[config.mk]
export PLATFORM = sky130hd
export DESIGN_NAME = accel_tilt_motion_alarm_flat
export DESIGN_NICKNAME = d
export VERILOG_FILES = /design/src/design/atma_pkg.sv /design/src/design/atma_in_if.sv /design/src/design/atma_out_if.sv /design/src/design/atma_ctrl.sv /design/src/design/atma_dp.sv /design/src/design/accel_tilt_motion_alarm.sv /design/src/flat_wrapper.sv
export SDC_FILE = /design/constraint.sdc
export NUM_CORES = 2
export LEC_CHECK = 0
export BUFFER_PORTS_ARGS = -buffer_cell sky130_fd_sc_hd__buf_2
export CAP_MARGIN = 20
export CORE_MARGIN = 1
export CORE_UTILIZATION = 60
export CTS_CLUSTER_DIAMETER = 100
export DETAILED_ROUTE_END_ITERATION = 16
export PLACE_DENSITY_LB_ADDON = 0.3
export SETUP_SLACK_MARGIN = 0.1
export SYNTH_ARGS = -nofsm -noshare
export SYNTH_HDL_FRONTEND = slang
export SYNTH_SLANG_ARGS = --single-unit
[constraint.sdc]
create_clock -name i_clk -period 9.7 [get_ports i_clk]
set_input_delay 1.94 -clock i_clk [delete_from_list [all_inputs] [get_ports i_clk]]
set_output_delay 1.94 -clock i_clk [all_outputs]
set_load 0.005 [all_outputs]
[src/design/atma_pkg.sv]
`timescale 1ns / 1ps

package atma_pkg;

    // Defaults for the top-level parameters
    localparam int DEF_CORDIC_STEPS    = 16;
    localparam int DEF_ANGLE_FRAC_BITS = 8;
    localparam int MAX_STEPS           = 24;

    // Field widths
    localparam int ACC_W      = 16;
    localparam int MAG_W      = 16;
    localparam int PITCH_W    = 16;
    localparam int ROLL_W     = 17;
    localparam int TILT_W     = 16;
    localparam int STREAK_W   = 8;
    localparam int CNT_W      = 32;
    localparam int THR_W      = 16;
    localparam int LIMIT_W    = 8;
    localparam int CFG_IDX_W  = 2;
    localparam int CFG_DATA_W = 16;

    // Fixed-point datapath
    localparam int GUARD_BITS = 8;
    localparam int ATAN_FRAC  = 16;
    localparam int ATAN_IDX_W = 5;
    localparam int ATAN_W     = 22;
    localparam int XY_W       = 28;
    localparam int ANG_W      = 27;
    localparam int INVK_W     = 24;
    localparam int PROD_W     = XY_W - 1 + INVK_W;
    localparam logic [INVK_W-1:0] INVK_Q24 = 24'd10188014;
    localparam logic [MAG_W-1:0]  ONE_G    = 16'd16384;

    // Register indexes
    localparam logic [CFG_IDX_W-1:0] CFG_MOVING_THR  = 2'd0;
    localparam logic [CFG_IDX_W-1:0] CFG_TILT_THR    = 2'd1;
    localparam logic [CFG_IDX_W-1:0] CFG_ERROR_LIMIT = 2'd2;

    // Register reset values
    localparam logic [THR_W-1:0]   RST_MOVING_THR  = 16'd4915;
    localparam logic [THR_W-1:0]   RST_TILT_THR    = 16'd7680;
    localparam logic [LIMIT_W-1:0] RST_ERROR_LIMIT = 8'd3;

    typedef enum logic [1:0] {
        STAT_OK    = 2'd0,
        STAT_ALARM = 2'd1,
        STAT_WARN  = 2'd2,
        STAT_ERROR = 2'd3
    } t_status;

    typedef enum logic [2:0] {
        S_IDLE,
        S_PASS1,
        S_GAIN1,
        S_SETUP2,
        S_PASS2,
        S_GAIN2,
        S_FINISH,
        S_PUBLISH
    } t_state;

    typedef struct packed {
        logic                  load;
        logic                  step;
        logic [ATAN_IDX_W-1:0] step_idx;
        logic                  mul;
        logic                  setup2;
        logic                  finish;
        logic                  publish;
    } t_dp_cmd;

    typedef struct packed {
        logic good_read;
        logic out_free;
    } t_dp_sts;

    // atan(2^-i) in 1/65536 degree, rounded
    function automatic logic [ATAN_W-1:0] atan_lut(input logic [ATAN_IDX_W-1:0] idx);
        logic [ATAN_W-1:0] v;
        case (idx)
            5'd0:    v = 22'd2949120;
            5'd1:    v = 22'd1740967;
            5'd2:    v = 22'd919879;
            5'd3:    v = 22'd466945;
            5'd4:    v = 22'd234379;
            5'd5:    v = 22'd117304;
            5'd6:    v = 22'd58666;
            5'd7:    v = 22'd29335;
            5'd8:    v = 22'd14668;
            5'd9:    v = 22'd7334;
            5'd10:   v = 22'd3667;
            5'd11:   v = 22'd1833;
            5'd12:   v = 22'd917;
            5'd13:   v = 22'd458;
            5'd14:   v = 22'd229;
            5'd15:   v = 22'd115;
            5'd16:   v = 22'd57;
            5'd17:   v = 22'd29;
            5'd18:   v = 22'd14;
            5'd19:   v = 22'd7;
            5'd20:   v = 22'd4;
            5'd21:   v = 22'd2;
            5'd22:   v = 22'd1;
            default: v = '0;
        endcase
        return v;
    endfunction

endpackage

[src/design/atma_in_if.sv]
`timescale 1ns / 1ps

interface atma_in_if;
    import atma_pkg::*;

    logic                    valid;
    logic                    ready;
    logic                    read_ok;
    logic signed [ACC_W-1:0] accel_x;
    logic signed [ACC_W-1:0] accel_y;
    logic signed [ACC_W-1:0] accel_z;

    modport source (output valid, read_ok, accel_x, accel_y, accel_z, input ready);
    modport sink   (input valid, read_ok, accel_x, accel_y, accel_z, output ready);
endinterface

[src/design/atma_out_if.sv]
`timescale 1ns / 1ps

interface atma_out_if;
    import atma_pkg::*;

    logic                      valid;
    logic                      ready;
    t_status                   status;
    logic                      moving;
    logic                      tilt_alarm;
    logic [MAG_W-1:0]          magnitude;
    logic signed [PITCH_W-1:0] pitch;
    logic signed [ROLL_W-1:0]  roll;
    logic [TILT_W-1:0]         tilt;
    logic [STREAK_W-1:0]       error_streak;
    logic [CNT_W-1:0]          valid_count;
    logic [CNT_W-1:0]          failed_count;

    modport source (output valid, status, moving, tilt_alarm, magnitude, pitch, roll, tilt,
                    error_streak, valid_count, failed_count, input ready);
    modport sink   (input valid, status, moving, tilt_alarm, magnitude, pitch, roll, tilt,
                    error_streak, valid_count, failed_count, output ready);
endinterface

[src/design/atma_ctrl.sv]
`timescale 1ns / 1ps

module atma_ctrl #(
    parameter int CORDIC_STEPS = 16
) (
    input  logic               i_clk,
    input  logic               i_rst_n,
    input  logic               i_in_valid,
    output logic               o_in_ready,
    input  atma_pkg::t_dp_sts  i_sts,
    output atma_pkg::t_dp_cmd  o_cmd
);
    import atma_pkg::*;

    localparam int NSTEP  = (CORDIC_STEPS > MAX_STEPS) ? MAX_STEPS : CORDIC_STEPS;
    localparam int STEP_W = (NSTEP > 1) ? $clog2(NSTEP) : 1;
    localparam logic [STEP_W-1:0] LAST_STEP = STEP_W'(NSTEP - 1);

    t_state            r_state, n_state;
    logic [STEP_W-1:0] r_step, n_step;
    logic              last_step;

    assign last_step = (r_step == LAST_STEP);

    always_comb begin
        n_state = r_state;
        case (r_state)
            S_IDLE: begin
                if (i_in_valid) begin
                    n_state = i_sts.good_read ? S_PASS1 : S_PUBLISH;
                end
            end
            S_PASS1:   if (last_step) n_state = S_GAIN1;
            S_GAIN1:   n_state = S_SETUP2;
            S_SETUP2:  n_state = S_PASS2;
            S_PASS2:   if (last_step) n_state = S_GAIN2;
            S_GAIN2:   n_state = S_FINISH;
            S_FINISH:  n_state = S_PUBLISH;
            S_PUBLISH: if (i_sts.out_free) n_state = S_IDLE;
            default:   n_state = S_IDLE;
        endcase
    end

    always_comb begin
        o_in_ready       = 1'b0;
        o_cmd            = '0;
        o_cmd.step_idx   = ATAN_IDX_W'(r_step);
        n_step           = '0;
        case (r_state)
            S_IDLE: begin
                o_in_ready = 1'b1;
                o_cmd.load = i_in_valid;
            end
            S_PASS1, S_PASS2: begin
                o_cmd.step = 1'b1;
                n_step     = last_step ? '0 : r_step + 1'b1;
            end
            S_GAIN1, S_GAIN2: o_cmd.mul = 1'b1;
            S_SETUP2:         o_cmd.setup2 = 1'b1;
            S_FINISH:         o_cmd.finish = 1'b1;
            S_PUBLISH:        o_cmd.publish = i_sts.out_free;
            default:          o_in_ready = 1'b0;
        endcase
    end

    always_ff @(posedge i_clk) begin
        if (!i_rst_n) begin
            r_state <= S_IDLE;
            r_step  <= '0;
        end else begin
            r_state <= n_state;
            r_step  <= n_step;
        end
    end

endmodule

[src/design/atma_dp.sv]
`timescale 1ns / 1ps

module atma_dp #(
    parameter int ANGLE_FRAC_BITS = 8
) (
    input  logic                                i_clk,
    input  logic                                i_rst_n,
    input  atma_pkg::t_dp_cmd                   i_cmd,
    output atma_pkg::t_dp_sts                   o_sts,
    input  logic                                i_read_ok,
    input  logic signed [atma_pkg::ACC_W-1:0]   i_accel_x,
    input  logic signed [atma_pkg::ACC_W-1:0]   i_accel_y,
    input  logic signed [atma_pkg::ACC_W-1:0]   i_accel_z,
    input  logic [atma_pkg::THR_W-1:0]          i_moving_thr,
    input  logic [atma_pkg::THR_W-1:0]          i_tilt_thr,
    input  logic [atma_pkg::LIMIT_W-1:0]        i_error_limit,
    input  logic                                i_out_ready,
    output logic                                o_out_valid,
    output atma_pkg::t_status                   o_status,
    output logic                                o_moving,
    output logic                                o_tilt_alarm,
    output logic [atma_pkg::MAG_W-1:0]          o_magnitude,
    output logic signed [atma_pkg::PITCH_W-1:0] o_pitch,
    output logic signed [atma_pkg::ROLL_W-1:0]  o_roll,
    output logic [atma_pkg::TILT_W-1:0]         o_tilt,
    output logic [atma_pkg::STREAK_W-1:0]       o_error_streak,
    output logic [atma_pkg::CNT_W-1:0]          o_valid_count,
    output logic [atma_pkg::CNT_W-1:0]          o_failed_count
);
    import atma_pkg::*;

    localparam int RND_S     = ATAN_FRAC - ANGLE_FRAC_BITS;
    localparam int GAIN_SH1  = INVK_W;
    localparam int GAIN_SH2  = INVK_W + GUARD_BITS;
    localparam int MAG_FW    = PROD_W - GAIN_SH2;
    localparam logic signed [ANG_W-1:0] RND_HALF  = ANG_W'(64'sd1 <<< (RND_S - 1));
    localparam logic signed [ANG_W-1:0] ROLL_LIM  = ANG_W'(64'sd180 <<< ANGLE_FRAC_BITS);
    localparam logic signed [ANG_W-1:0] PITCH_LIM = ANG_W'(64'sd90 <<< ANGLE_FRAC_BITS);
    localparam logic signed [ANG_W-1:0] ANG_180   = ANG_W'(64'sd180 <<< ATAN_FRAC);
    localparam logic [PROD_W-1:0] G1_HALF = PROD_W'(64'd1 << (GAIN_SH1 - 1));
    localparam logic [PROD_W-1:0] G2_HALF = PROD_W'(64'd1 << (GAIN_SH2 - 1));
    localparam logic [STREAK_W-1:0] STREAK_MAX = '1;

    // CORDIC working registers
    logic signed [XY_W-1:0]   r_x, r_y;
    logic signed [ANG_W-1:0]  r_ang;
    logic                     r_skip;
    logic signed [ACC_W-1:0]  r_ax;
    logic [PROD_W-1:0]        r_prod;
    logic signed [ANG_W-1:0]  r_roll;

    // Held state
    logic [MAG_W-1:0]         r_held_mag;
    logic [PITCH_W-1:0]       r_held_pitch;
    logic [ROLL_W-1:0]        r_held_roll;
    logic [TILT_W-1:0]        r_held_tilt;
    logic [1:0]               r_held_flags;
    logic [STREAK_W-1:0]      r_streak;
    logic [CNT_W-1:0]         r_good, r_bad;
    t_status                  r_status;

    // Load
    logic signed [XY_W-1:0]   sc_y, sc_z, ld_x, ld_y;
    logic signed [ANG_W-1:0]  ld_ang;
    logic                     neg_z;
    logic [STREAK_W-1:0]      streak_inc;

    // Step
    logic signed [XY_W-1:0]   sh_x, sh_y;
    logic signed [ANG_W-1:0]  atan_v;
    logic                     y_pos;

    // Rounding and gain
    logic signed [ANG_W-1:0]  rnd, roll_c, pitch_c, abs_p, abs_r, tilt_w;
    logic [PROD_W-1:0]        g1_sum, g2_sum;
    logic signed [XY_W-1:0]   x2, y2;
    logic [MAG_FW-1:0]        mag_w;
    logic [MAG_W-1:0]         mag, dev;
    logic                     mv, ta;

    assign neg_z  = i_accel_z[ACC_W-1];
    assign sc_y   = XY_W'(i_accel_y) <<< GUARD_BITS;
    assign sc_z   = XY_W'(i_accel_z) <<< GUARD_BITS;
    assign ld_x   = neg_z ? -sc_z : sc_z;
    assign ld_y   = neg_z ? -sc_y : sc_y;
    assign ld_ang = !neg_z ? '0 : (i_accel_y[ACC_W-1] ? -ANG_180 : ANG_180);
    assign streak_inc = (r_streak == STREAK_MAX) ? r_streak : r_streak + 1'b1;

    assign sh_x   = r_x >>> i_cmd.step_idx;
    assign sh_y   = r_y >>> i_cmd.step_idx;
    assign atan_v = $signed({{(ANG_W - ATAN_W){1'b0}}, atan_lut(i_cmd.step_idx)});
    assign y_pos  = !r_y[XY_W-1];

    // Round half up to the output grid, then clamp to the angle's range
    assign rnd = (r_ang + RND_HALF) >>> RND_S;
    always_comb begin
        roll_c = rnd;
        if (rnd > ROLL_LIM) roll_c = ROLL_LIM;
        if (rnd < -ROLL_LIM) roll_c = -ROLL_LIM;
        pitch_c = rnd;
        if (rnd > PITCH_LIM) pitch_c = PITCH_LIM;
        if (rnd < -PITCH_LIM) pitch_c = -PITCH_LIM;
    end

    assign g1_sum = r_prod + G1_HALF;
    assign x2     = XY_W'({1'b0, g1_sum[PROD_W-1:GAIN_SH1]});
    assign y2     = -(XY_W'(r_ax) <<< GUARD_BITS);

    assign g2_sum = r_prod + G2_HALF;
    assign mag_w  = g2_sum[PROD_W-1:GAIN_SH2];
    assign mag    = (|mag_w[MAG_FW-1:MAG_W]) ? '1 : mag_w[MAG_W-1:0];
    assign dev    = (mag >= ONE_G) ? mag - ONE_G : ONE_G - mag;
    assign mv     = (dev >= i_moving_thr);

    assign abs_p  = pitch_c[ANG_W-1] ? -pitch_c : pitch_c;
    assign abs_r  = r_roll[ANG_W-1] ? -r_roll : r_roll;
    assign tilt_w = (abs_p > abs_r) ? abs_p : abs_r;
    assign ta     = ($unsigned(tilt_w) >= {{(ANG_W - THR_W){1'b0}}, i_tilt_thr});

    assign o_sts.good_read = i_read_ok;
    assign o_sts.out_free  = !o_out_valid || i_out_ready;

    always_ff @(posedge i_clk) begin
        if (i_cmd.load) begin
            r_x    <= ld_x;
            r_y    <= ld_y;
            r_ang  <= ld_ang;
            r_skip <= (ld_x == '0) && (ld_y == '0);
            r_ax   <= i_accel_x;
        end else if (i_cmd.step) begin
            if (!r_skip) begin
                if (y_pos) begin
                    r_x   <= r_x + sh_y;
                    r_y   <= r_y - sh_x;
                    r_ang <= r_ang + atan_v;
                end else begin
                    r_x   <= r_x - sh_y;
                    r_y   <= r_y + sh_x;
                    r_ang <= r_ang - atan_v;
                end
            end
        end else if (i_cmd.setup2) begin
            r_x    <= x2;
            r_y    <= y2;
            r_ang  <= '0;
            r_skip <= (x2 == '0) && (y2 == '0);
            r_roll <= roll_c;
        end
        // x never goes negative in vectoring, so the sign bit can be dropped
        if (i_cmd.mul) begin
            r_prod <= PROD_W'(r_x[XY_W-2:0]) * PROD_W'(INVK_Q24);
        end
    end

    always_ff @(posedge i_clk) begin
        if (!i_rst_n) begin
            r_held_mag   <= '0;
            r_held_pitch <= '0;
            r_held_roll  <= '0;
            r_held_tilt  <= '0;
            r_held_flags <= '0;
            r_streak     <= '0;
            r_good       <= '0;
            r_bad        <= '0;
            r_status     <= STAT_OK;
        end else if (i_cmd.load && !i_read_ok) begin
            r_bad    <= r_bad + 1'b1;
            r_streak <= streak_inc;
            r_status <= (streak_inc >= i_error_limit) ? STAT_ERROR : STAT_WARN;
        end else if (i_cmd.finish) begin
            r_held_mag   <= mag;
            r_held_pitch <= pitch_c[PITCH_W-1:0];
            r_held_roll  <= r_roll[ROLL_W-1:0];
            r_held_tilt  <= tilt_w[TILT_W-1:0];
            r_held_flags <= {ta, mv};
            r_streak     <= '0;
            r_good       <= r_good + 1'b1;
            r_status     <= (mv || ta) ? STAT_ALARM : STAT_OK;
        end
    end

    // Output register: hold until the transfer completes
    always_ff @(posedge i_clk) begin
        if (!i_rst_n) begin
            o_out_valid <= 1'b0;
        end else if (i_cmd.publish) begin
            o_out_valid <= 1'b1;
        end else if (i_out_ready) begin
            o_out_valid <= 1'b0;
        end
    end

    always_ff @(posedge i_clk) begin
        if (i_cmd.publish) begin
            o_status       <= r_status;
            o_moving       <= r_held_flags[0];
            o_tilt_alarm   <= r_held_flags[1];
            o_magnitude    <= r_held_mag;
            o_pitch        <= $signed(r_held_pitch);
            o_roll         <= $signed(r_held_roll);
            o_tilt         <= r_held_tilt;
            o_error_streak <= r_streak;
            o_valid_count  <= r_good;
            o_failed_count <= r_bad;
        end
    end

endmodule

[src/design/accel_tilt_motion_alarm.sv]
`timescale 1ns / 1ps

// Accelerometer tilt and motion alarm. Each transfer on i_in is one sensor
// read; each read yields exactly one result on o_out. A good read runs two
// CORDIC vectoring passes on one shared step unit (roll and |yz| first, then
// pitch and magnitude), each followed by a gain-removal multiply; a failed
// read skips both passes. Reads are handled one at a time; the next read is
// accepted as soon as the result sits in the output register, even if it has
// not yet been taken. Thresholds and the error limit are written through
// i_cfg_*; write them only while no read is in flight, which the block itself
// does not enforce.
module accel_tilt_motion_alarm #(
    parameter int CORDIC_STEPS    = atma_pkg::DEF_CORDIC_STEPS,
    parameter int ANGLE_FRAC_BITS = atma_pkg::DEF_ANGLE_FRAC_BITS
) (
    input  logic                                i_clk,
    input  logic                                i_rst_n,
    input  logic                                i_cfg_we,
    input  logic [atma_pkg::CFG_IDX_W-1:0]      i_cfg_idx,
    input  logic [atma_pkg::CFG_DATA_W-1:0]     i_cfg_data,
    atma_in_if.sink                             i_in,
    atma_out_if.source                          o_out
);
    import atma_pkg::*;

    logic [THR_W-1:0]   r_moving_thr;
    logic [THR_W-1:0]   r_tilt_thr;
    logic [LIMIT_W-1:0] r_error_limit;
    t_dp_cmd            dp_cmd;
    t_dp_sts            dp_sts;

    always_ff @(posedge i_clk) begin
        if (!i_rst_n) begin
            r_moving_thr  <= RST_MOVING_THR;
            r_tilt_thr    <= RST_TILT_THR;
            r_error_limit <= RST_ERROR_LIMIT;
        end else if (i_cfg_we) begin
            case (i_cfg_idx)
                CFG_MOVING_THR:  r_moving_thr  <= i_cfg_data[THR_W-1:0];
                CFG_TILT_THR:    r_tilt_thr    <= i_cfg_data[THR_W-1:0];
                CFG_ERROR_LIMIT: r_error_limit <= i_cfg_data[LIMIT_W-1:0];
                default:         r_error_limit <= r_error_limit;
            endcase
        end
    end

    atma_ctrl #(
        .CORDIC_STEPS (CORDIC_STEPS)
    ) u_ctrl (
        .i_clk      (i_clk),
        .i_rst_n    (i_rst_n),
        .i_in_valid (i_in.valid),
        .o_in_ready (i_in.ready),
        .i_sts      (dp_sts),
        .o_cmd      (dp_cmd)
    );

    atma_dp #(
        .ANGLE_FRAC_BITS (ANGLE_FRAC_BITS)
    ) u_dp (
        .i_clk          (i_clk),
        .i_rst_n        (i_rst_n),
        .i_cmd          (dp_cmd),
        .o_sts          (dp_sts),
        .i_read_ok      (i_in.read_ok),
        .i_accel_x      (i_in.accel_x),
        .i_accel_y      (i_in.accel_y),
        .i_accel_z      (i_in.accel_z),
        .i_moving_thr   (r_moving_thr),
        .i_tilt_thr     (r_tilt_thr),
        .i_error_limit  (r_error_limit),
        .i_out_ready    (o_out.ready),
        .o_out_valid    (o_out.valid),
        .o_status       (o_out.status),
        .o_moving       (o_out.moving),
        .o_tilt_alarm   (o_out.tilt_alarm),
        .o_magnitude    (o_out.magnitude),
        .o_pitch        (o_out.pitch),
        .o_roll         (o_out.roll),
        .o_tilt         (o_out.tilt),
        .o_error_streak (o_out.error_streak),
        .o_valid_count  (o_out.valid_count),
        .o_failed_count (o_out.failed_count)
    );

    // One read at a time: no second accept right after a transfer in
    a_one_in_flight: assert property (@(posedge i_clk) disable iff (!i_rst_n)
        i_in.valid && i_in.ready |=> !i_in.ready)
        else $error("input accepted while a read is in flight");

    // A good-read result carries a cleared streak, a failed-read result does not
    a_streak_status: assert property (@(posedge i_clk) disable iff (!i_rst_n)
        o_out.valid |-> ((o_out.status == STAT_OK || o_out.status == STAT_ALARM)
                         == (o_out.error_streak == '0)))
        else $error("status disagrees with error streak");

    // On a good read, ALARM exactly when a flag is raised
    a_alarm_flags: assert property (@(posedge i_clk) disable iff (!i_rst_n)
        o_out.valid && (o_out.error_streak == '0)
            |-> ((o_out.status == STAT_ALARM) == (o_out.moving || o_out.tilt_alarm)))
        else $error("alarm status disagrees with flags");

endmodule

[src/flat_wrapper.sv]
// flat-port wrapper written by rule: the top's interface ports become plain ports
module accel_tilt_motion_alarm_flat import atma_pkg::*;
#(
    parameter int CORDIC_STEPS    = atma_pkg::DEF_CORDIC_STEPS,
    parameter int ANGLE_FRAC_BITS = atma_pkg::DEF_ANGLE_FRAC_BITS
)
  (i_clk, i_rst_n, i_cfg_we, i_cfg_idx, i_cfg_data, i_in_valid, i_in_read_ok, i_in_accel_x, i_in_accel_y, i_in_accel_z, i_in_ready, o_out_valid, o_out_status, o_out_moving, o_out_tilt_alarm, o_out_magnitude, o_out_pitch, o_out_roll, o_out_tilt, o_out_error_streak, o_out_valid_count, o_out_failed_count, o_out_ready);
  atma_in_if i_in_i ();
  atma_out_if o_out_i ();
  input  logic i_clk;
  input  logic i_rst_n;
  input  logic i_cfg_we;
  input  logic [atma_pkg::CFG_IDX_W-1:0] i_cfg_idx;
  input  logic [atma_pkg::CFG_DATA_W-1:0] i_cfg_data;
  input wire logic [$bits(i_in_i.valid)-1:0] i_in_valid;
  input wire logic [$bits(i_in_i.read_ok)-1:0] i_in_read_ok;
  input wire logic [$bits(i_in_i.accel_x)-1:0] i_in_accel_x;
  input wire logic [$bits(i_in_i.accel_y)-1:0] i_in_accel_y;
  input wire logic [$bits(i_in_i.accel_z)-1:0] i_in_accel_z;
  output wire logic [$bits(i_in_i.ready)-1:0] i_in_ready;
  output wire logic [$bits(o_out_i.valid)-1:0] o_out_valid;
  output wire logic [$bits(o_out_i.status)-1:0] o_out_status;
  output wire logic [$bits(o_out_i.moving)-1:0] o_out_moving;
  output wire logic [$bits(o_out_i.tilt_alarm)-1:0] o_out_tilt_alarm;
  output wire logic [$bits(o_out_i.magnitude)-1:0] o_out_magnitude;
  output wire logic [$bits(o_out_i.pitch)-1:0] o_out_pitch;
  output wire logic [$bits(o_out_i.roll)-1:0] o_out_roll;
  output wire logic [$bits(o_out_i.tilt)-1:0] o_out_tilt;
  output wire logic [$bits(o_out_i.error_streak)-1:0] o_out_error_streak;
  output wire logic [$bits(o_out_i.valid_count)-1:0] o_out_valid_count;
  output wire logic [$bits(o_out_i.failed_count)-1:0] o_out_failed_count;
  input wire logic [$bits(o_out_i.ready)-1:0] o_out_ready;
  assign i_in_i.valid = i_in_valid;
  assign i_in_i.read_ok = i_in_read_ok;
  assign i_in_i.accel_x = i_in_accel_x;
  assign i_in_i.accel_y = i_in_accel_y;
  assign i_in_i.accel_z = i_in_accel_z;
  assign i_in_ready = i_in_i.ready;
  assign o_out_valid = o_out_i.valid;
  assign o_out_status = o_out_i.status;
  assign o_out_moving = o_out_i.moving;
  assign o_out_tilt_alarm = o_out_i.tilt_alarm;
  assign o_out_magnitude = o_out_i.magnitude;
  assign o_out_pitch = o_out_i.pitch;
  assign o_out_roll = o_out_i.roll;
  assign o_out_tilt = o_out_i.tilt;
  assign o_out_error_streak = o_out_i.error_streak;
  assign o_out_valid_count = o_out_i.valid_count;
  assign o_out_failed_count = o_out_i.failed_count;
  assign o_out_i.ready = o_out_ready;
  accel_tilt_motion_alarm #(.CORDIC_STEPS(CORDIC_STEPS), .ANGLE_FRAC_BITS(ANGLE_FRAC_BITS)) u_core (.i_clk(i_clk), .i_rst_n(i_rst_n), .i_cfg_we(i_cfg_we), .i_cfg_idx(i_cfg_idx), .i_cfg_data(i_cfg_data), .i_in(i_in_i), .o_out(o_out_i));
endmodule
# Word level (Yosys, flattened, before mapping)
# Memories as Yosys holds them, arrays and structs flattened. A register that Yosys moved wholly into a read port is not among the register bits.
# Cells that the tools add are included.
# totals
register_bits,507
mem_bits_ro,704
inputBits,72
out_inout_bits,143
word_cells,171
mem_count,1
# memory_table
memory,words,word_bits,rd,rd_clocked_by_memory_dff,write_ports,line_no,rtl
(name not given),32,22,1,1,0,atma_pkg.sv:81,case (idx)
# op_classes
addsub,20
multipliers,1
magnitude_cmp,9
eq_ne,17
shifts,2
n_mux,53
n_bitwise,5
reduce_logical,30
# ops
operator,count
$mux W27,13
$mux W28,12
$logic_not A28 Y1,4
$neg A24 Y28,3
$add A32 B1 Y32 const B,2
$add A28 B28 Y28,2
$sshr A28 B4 Y28,2
$sub A28 B28 Y28,2
$neg A27 Y27,2
$add A51 B24 Y51 const B,1
$add A51 B32 Y51 const B,1
$mul A27 B23 Y50 const B,1
$mux W16,2
$add A27 B23 Y27,1
$add A27 B9 Y27 const B,1
$ge A27 B16 Y1,1
$gt A27 B27 Y1,1
$sub A27 B23 Y27,1
$mux W8,3
$pmux W3 S8,1
$gt A19 B16 Y1 const B,1
$gt A19 B17 Y1 const B,1
$lt A19 B16 Y1 const B,1
$lt A19 B17 Y1 const B,1
33 further kinds,77

# Logic depth before layout (Yosys ltp)
# logic_depth
ltp_word,13
depth_mapped,41
depth_no_buf,37

# Cells and area by module
# Synthesis repeated with hierarchy kept, for this count alone.
# hier_totals
cells_unflattened,4646
hier_area_um2,44370.1
# by_module_without_submodules
mod,n_inst,cells_each,area_each_um2,seq_area_each_um2
atma_dp,1,4434,42355.6,11491.0
accel_tilt_motion_alarm,1,160,1597.8,800.8
atma_ctrl,1,52,416.6,140.1

# Worst setup path after synthesis
# OpenSTA, ideal clock, no wires.
# synth_timing
path_kind,in2reg
start,input o_out_ready
end,"register u_core.u_dp.o_error_streak[0] in the netlist's numbering, enable pin"
setup_ps,659
t_arrival_ps,8280
slack_ps,761
cell_stages,2
n_path_buf,0
cell_sequence,nand2b_1 nor2b_1
# synth_rtl
item,line_no,rtl
start: declaration,flat_wrapper.sv:32,input wire logic [$bits(o_out_i.ready)-1:0] o_out_ready;
end signal: assignment,atma_dp.sv:202,o_error_streak <= r_streak;
end: declaration,atma_dp.sv:26,"output logic [atma_pkg::STREAK_W-1:0] o_error_streak,"

# Final worst setup path
# layout_timing
start,register u_core.u_dp.r_ang[7]
end,register u_core.u_dp.r_status[0]
# layout_via
elab_chain_len,13
# layout_rtl
item,line_no,rtl
start: declaration,atma_dp.sv:46,logic signed [ANG_W-1:0] r_ang;
start signal: assignment,atma_dp.sv:127,r_ang <= ld_ang;
start signal: assignment,atma_dp.sv:135,r_ang <= r_ang + atan_v;
start signal: assignment,atma_dp.sv:139,r_ang <= r_ang - atan_v;
$add A27 B9 Y27 *,atma_dp.sv:95,assign rnd = (r_ang + RND_HALF) >>> RND_S;
$gt A19 B16 Y1,atma_dp.sv:101,if (rnd > PITCH_LIM) pitch_c = PITCH_LIM;
$mux W27,atma_dp.sv:101,
$mux W27 *,atma_dp.sv:102,if (rnd < -PITCH_LIM) pitch_c = -PITCH_LIM;
$neg A27 Y27,atma_dp.sv:115,assign abs_p = pitch_c[ANG_W-1] ? -pitch_c : pitch_c;
$mux W27 *,atma_dp.sv:115,
$gt A27 B27 Y1,atma_dp.sv:117,assign tilt_w = (abs_p > abs_r) ? abs_p : abs_r;
$mux W27 *,atma_dp.sv:117,
net u_core.u_dp.tilt_w[1],atma_dp.sv:74,"logic signed [ANG_W-1:0] rnd, roll_c, pitch_c, abs_p, abs_r, tilt_w;"
$ge A27 B16 Y1 *,atma_dp.sv:118,"assign ta = ($unsigned(tilt_w) >= {{(ANG_W - THR_W){1'b0}}, i_tilt_thr});"
$logic_or A1 B1 Y1 *,atma_dp.sv:178,r_status <= (mv || ta) ? STAT_ALARM : STAT_OK;
$mux W1 *,atma_dp.sv:178,
$mux W2 *,atma_dp.sv:170,end else if (i_cmd.finish) begin
$mux W2 *,atma_dp.sv:166,end else if (i_cmd.load && !i_read_ok) begin
end signal: assignment,atma_dp.sv:169,r_status <= (streak_inc >= i_error_limit) ? STAT_ERROR : STAT_WARN;
end signal: assignment,atma_dp.sv:178,
end: declaration,atma_dp.sv:60,t_status r_status;
# Mark *: on every way through the listed nets, which the timed path passes. The rest lies on a longest branch. The select of a mux whose other input is x is not followed.
# A chain may end at the register's enable or synchronous reset.

==> impl_summary.txt <==
----------------------------------------------------
[Setup path]
  Critical Path Slowest Stage Cell ... sky130_fd_sc_hd__a21boi_0
  Crit path buffers/inverters ... 3
  Category of the worst setup path capture point ... register
  Count of cells along the worst register-to-register path ... 36
  Crit start category ... register
  Crit-path max FO ... 17
  Largest stage delay on the critical path ... 660 ps
  Crit path DAT ... 9280 ps
  Crit path required time ... 10180 ps
  Launch point of the worst reg-to-reg path ... u_core.u_dp.r_ang[7]$_SDFFCE_PP0P_
  Worst Path Class, Setup ... register to register
  Reg-to-reg slack, setup ... 890 ps
  Largest delay contributor family on the critical path ... compound AO/OA/AOI/OAI gates
  Reg-to-reg endpoint ... u_core.u_dp.r_status[0]$_SDFFE_PN0P_

[Placement]
  Routability Congestion ... 0.982
  Post-DP HPWL ... 87.9 mm
  Count of input and output buffers ... 214

[Clock tree]
  Post-CTS setup repair buffer count ... 0
  Number of CTS-inserted buffers ... 52
  Max H-tree Level ... 2
  Gates resized, CTS repair ... 0
  Clock transition at the register clock pins on the worst setup and hold paths after CTS ... 60 ps
  Sinks on Clock Net ... 499
  CTS tree ... built
  Clock root cell ... sky130_fd_sc_hd__clkbuf_16
  Insertion delay of the later-clocked pin in the worst-skew pair ... 630 ps
  # hold bufs at CTS ... 0
  CTS Buffer Depth ... 3

[STA]
  Total Negative Setup Slacks ... 0 ps
  Final number of setup-violating endpoints ... 0
  Period Utilization, post-route ... 90.8%
  Setup clock skew after layout ... 19.8 ps
  Worst slew pin tran ... 1110 ps
  Maximum clock rate ... 0.114 GHz
  Number of pins with negative max-slew slack in the final report ... 0
  Rel. slew slack ... 25.7%
  Min Hold Slack ... 431 ps
  Min Tclk post-route ... 8810 ps
  Setup repair after global routing missed its margin ... no
  Number of endpoints with negative hold slack in the final report ... 0

[Synth]
  Share of synthesized registers carrying an async set or reset ... 0%
  Part of the Yosys area used for sequential elements ... 29.5%
  Area contributors post-synth ... sky130_fd_sc_hd__edfxtp_1 20%, sky130_fd_sc_hd__fa_1 14%, sky130_fd_sc_hd__ha_1 12%
  Synthesis warning total ... 0
  Proportion of netlist area held by the largest area contributor ... 19.8%
  Gate Count Post-Synth ... 4541
  Cell type contributing the most total cell area after synthesis ... sky130_fd_sc_hd__edfxtp_1
  Netlist cell types ... 95
  Seq cells post-synth ... 499
  Area of the mapped netlist ... 0.0436 mm²
  Post-Synthesis Mean Instance Area ... 9.60 µm²
  Primary FF master, synth ... sky130_fd_sc_hd__edfxtp_1
  Post-synth EDFFs ... 288

[Global route]
  GRT overflow ... 0
  Initial antenna violation count ... 1
  Total global-route track usage ... 30.9%
  Vias in the first global route ... 33.4k
  Wire length of the first global-routing pass ... 181 mm
  Pin count of the biggest net entering global routing ... 94

[Routing]
  Number of nets with antenna violations after detailed routing ... 0
  Detailed-route wire length ... 113 mm
  Drt first-iter violations ... 2644
  Residual DRC ... 0
  Routed wirelength normalized by instance count ... 19.7 µm
  Number of search-and-repair iterations in the first detailed-routing pass ... 6
  Number of vias in the routed layout ... 33.8k
  Post-detailed-route via-to-cell ratio ... 5.90

[Die]
  Ports ... 215
  Chip Width ... 272 µm
  Core Rows ... 98
  Core Box Area ... 0.0717 mm²
  Total Die Area ... 0.0737 mm²
  Vertical die dimension ... 272 µm
  Initial core utilization ... 60.8%

[Min path]
  Hold Crit Class ... register to register
  End point of the worst hold path ... u_core.u_dp.o_roll[15]$_DFFE_PP_
  Hold path start ... u_core.u_dp.r_held_roll[15]$_SDFFE_PN0P_
  Cells on Worst Hold Path ... 0

[Finish]
  Layout fillers ... 5731
  Ratio of cells with drive above 1 in the final layout ... 9.84%
  Nets@finish ... 5534
  Antenna fix cells ... 0
  Area overhead of the layout relative to synthesis ... 9.00%

[Run status]
  Status ... finished, final reports clean

[Run]
  Max-capacitance violation count ... 0

----------------------------------------------------
[synthesized netlist by cell type, types with 10 or more instances]
master and number:
sky130_fd_sc_hd__nor3_1 67, sky130_fd_sc_hd__nand4_1 43, sky130_fd_sc_hd__inv_1 590, sky130_fd_sc_hd__and2_1 24, sky130_fd_sc_hd__o31ai_1 26, sky130_fd_sc_hd__clkbuf_1 108, sky130_fd_sc_hd__nor2_1 344, sky130_fd_sc_hd__fa_1 312
sky130_fd_sc_hd__mux2_2 17, sky130_fd_sc_hd__a21oi_1 280, sky130_fd_sc_hd__and4_1 11, sky130_fd_sc_hd__buf_2 11, sky130_fd_sc_hd__nor4_1 25, sky130_fd_sc_hd__xnor2_1 198, sky130_fd_sc_hd__nand2b_1 42, sky130_fd_sc_hd__nand2_1 406
sky130_fd_sc_hd__a31oi_1 33, sky130_fd_sc_hd__buf_1 16, sky130_fd_sc_hd__a21o_1 66, sky130_fd_sc_hd__o211ai_1 23, sky130_fd_sc_hd__dfxtp_1 211, sky130_fd_sc_hd__nor2b_1 35, sky130_fd_sc_hd__a22oi_1 10, sky130_fd_sc_hd__xor2_1 164
sky130_fd_sc_hd__mux4_2 52, sky130_fd_sc_hd__or3_1 27, sky130_fd_sc_hd__a21boi_0 11, sky130_fd_sc_hd__or4_1 12, sky130_fd_sc_hd__ha_1 418, sky130_fd_sc_hd__o22ai_1 23, sky130_fd_sc_hd__nand3_1 117, sky130_fd_sc_hd__a211oi_1 37
sky130_fd_sc_hd__mux2i_1 50, sky130_fd_sc_hd__o221ai_1 10, sky130_fd_sc_hd__edfxtp_1 288, sky130_fd_sc_hd__and3_1 53, sky130_fd_sc_hd__or2_2 11, sky130_fd_sc_hd__o21a_1 39, sky130_fd_sc_hd__o21ai_0 173
[cell usage in the layout (no fill, tap or decap), drive strengths merged, types with 164 or more instances in the layout]
| master | n |
|---|---|
| fa | 312 |
| inv | 597 |
| o21ai | 178 |
| a21oi | 280 |
| xnor2 | 198 |
| buf | 266 |
| nor2 | 345 |
| edfxtp | 288 |
| nand2 | 407 |
| ha | 418 |
| xor2 | 164 |
| dfxtp | 211 |
[per-stage QoR]
| step | cells | worst slack [ps] | utilization, % | area [µm²] |
|---|---|---|---|---|
| finish | 5725 | 894 | 66.2 | 47500 |
| CTS | 5724 | 1070 | 66.2 | 47500 |
| detailed placement | 5627 | 1090 | 63.7 | 45700 |
| floorplan | 4559 | 761 | - | 43700 |
| global placement | 5627 | 1160 | 63.7 | 45700 |
| global route | 5725 | 241 | 66.2 | 47500 |
[flip-flops by register name (all words and copies together) (netlist names), 17 cells and up]
name / flops
u_core.u_dp.o_failed_count: 32
u_core.u_dp.o_valid_count: 32
u_core.u_dp.r_bad: 32
u_core.u_dp.r_good: 32
u_core.u_dp.r_prod: 28
u_core.u_dp.r_x: 28
u_core.u_dp.r_y: 28
u_core.u_dp.r_ang: 27
u_core.u_dp.atan_v: 22
u_core.u_dp.r_roll: 19
u_core.u_dp.o_roll: 17
u_core.u_dp.r_held_roll: 17
[routing by layer]
| layer | vias to the layer above | wire, µm | GRT usage, % |
|---|---|---|---|
| li1 | 16006 | - | - |
| met4 | 2 | 4060 | 10.3 |
| met1 | 16246 | 47600 | 41.3 |
| met3 | 240 | 8720 | 5.55 |
| met5 | - | 8 | 0 |
| met2 | 1287 | 52700 | 50.6 |
[how the worst max path moves through the flow]
stage,to,cells after the start,from
3_5_place_dp,u_core.u_dp.r_status[0]$_SDFFE_PN0P_,37,u_core.u_dp.r_ang[7]$_SDFFCE_PP0P_
3_3_place_gp,u_core.u_dp.r_status[0]$_SDFFE_PN0P_,36,u_core.u_dp.r_ang[7]$_SDFFCE_PP0P_
2_1_floorplan,u_core.u_dp.o_error_streak[0]$_DFFE_PP_,2,o_out_ready
5_1_grt,u_core.u_dp.r_status[0]$_SDFFE_PN0P_,35,u_core.u_dp.r_ang[8]$_SDFFCE_PP0P_
6_report,u_core.u_dp.r_status[0]$_SDFFE_PN0P_,36,u_core.u_dp.r_ang[7]$_SDFFCE_PP0P_
4_1_cts,u_core.u_dp.r_status[0]$_SDFFE_PN0P_,35,u_core.u_dp.r_ang[7]$_SDFFCE_PP0P_
[cell families after synthesis]
family                     after synthesis  synth area share, %
xor gates and xnor gates               363                 7.33
buffers and inverters                  743                 6.65
DFF                                    499                 29.5
and+or+nand+nor                       1259                 13.6
adders and majority gates              730                 26.3
other                                    2               0.0172
AOI/OAI and AO/OA                      813                 11.5
muxes                                  132                 5.01
[worst register-to-register path: cells and delay by family (launching register included)]
family,cells,cell delay (ps)
adder cells (fa/ha/maj),4,1290
AO/OA/AOI/OAI,18,4060
flip-flops,1,420
buffers and inverters,3,680
XOR/XNOR,2,480
AND/OR/NAND/NOR,9,1760
[final cells by class]
class | instances | area (µm²) | share of cell area (%)
multi-input combinational | 3317 | 27900 | 58.8
sequential | 499 | 12900 | 27.1
inverter | 595 | 2240 | 4.71
clock buffer | 70 | 1480 | 3.12
timing repair buffer | 267 | 1470 | 3.09
tap | 950 | 1190 | 2.50
clock inverter | 27 | 327 | 0.687
Power is not shown: default switching activity piles up to over one toggle a cycle in this logic, so the estimate is an artifact.
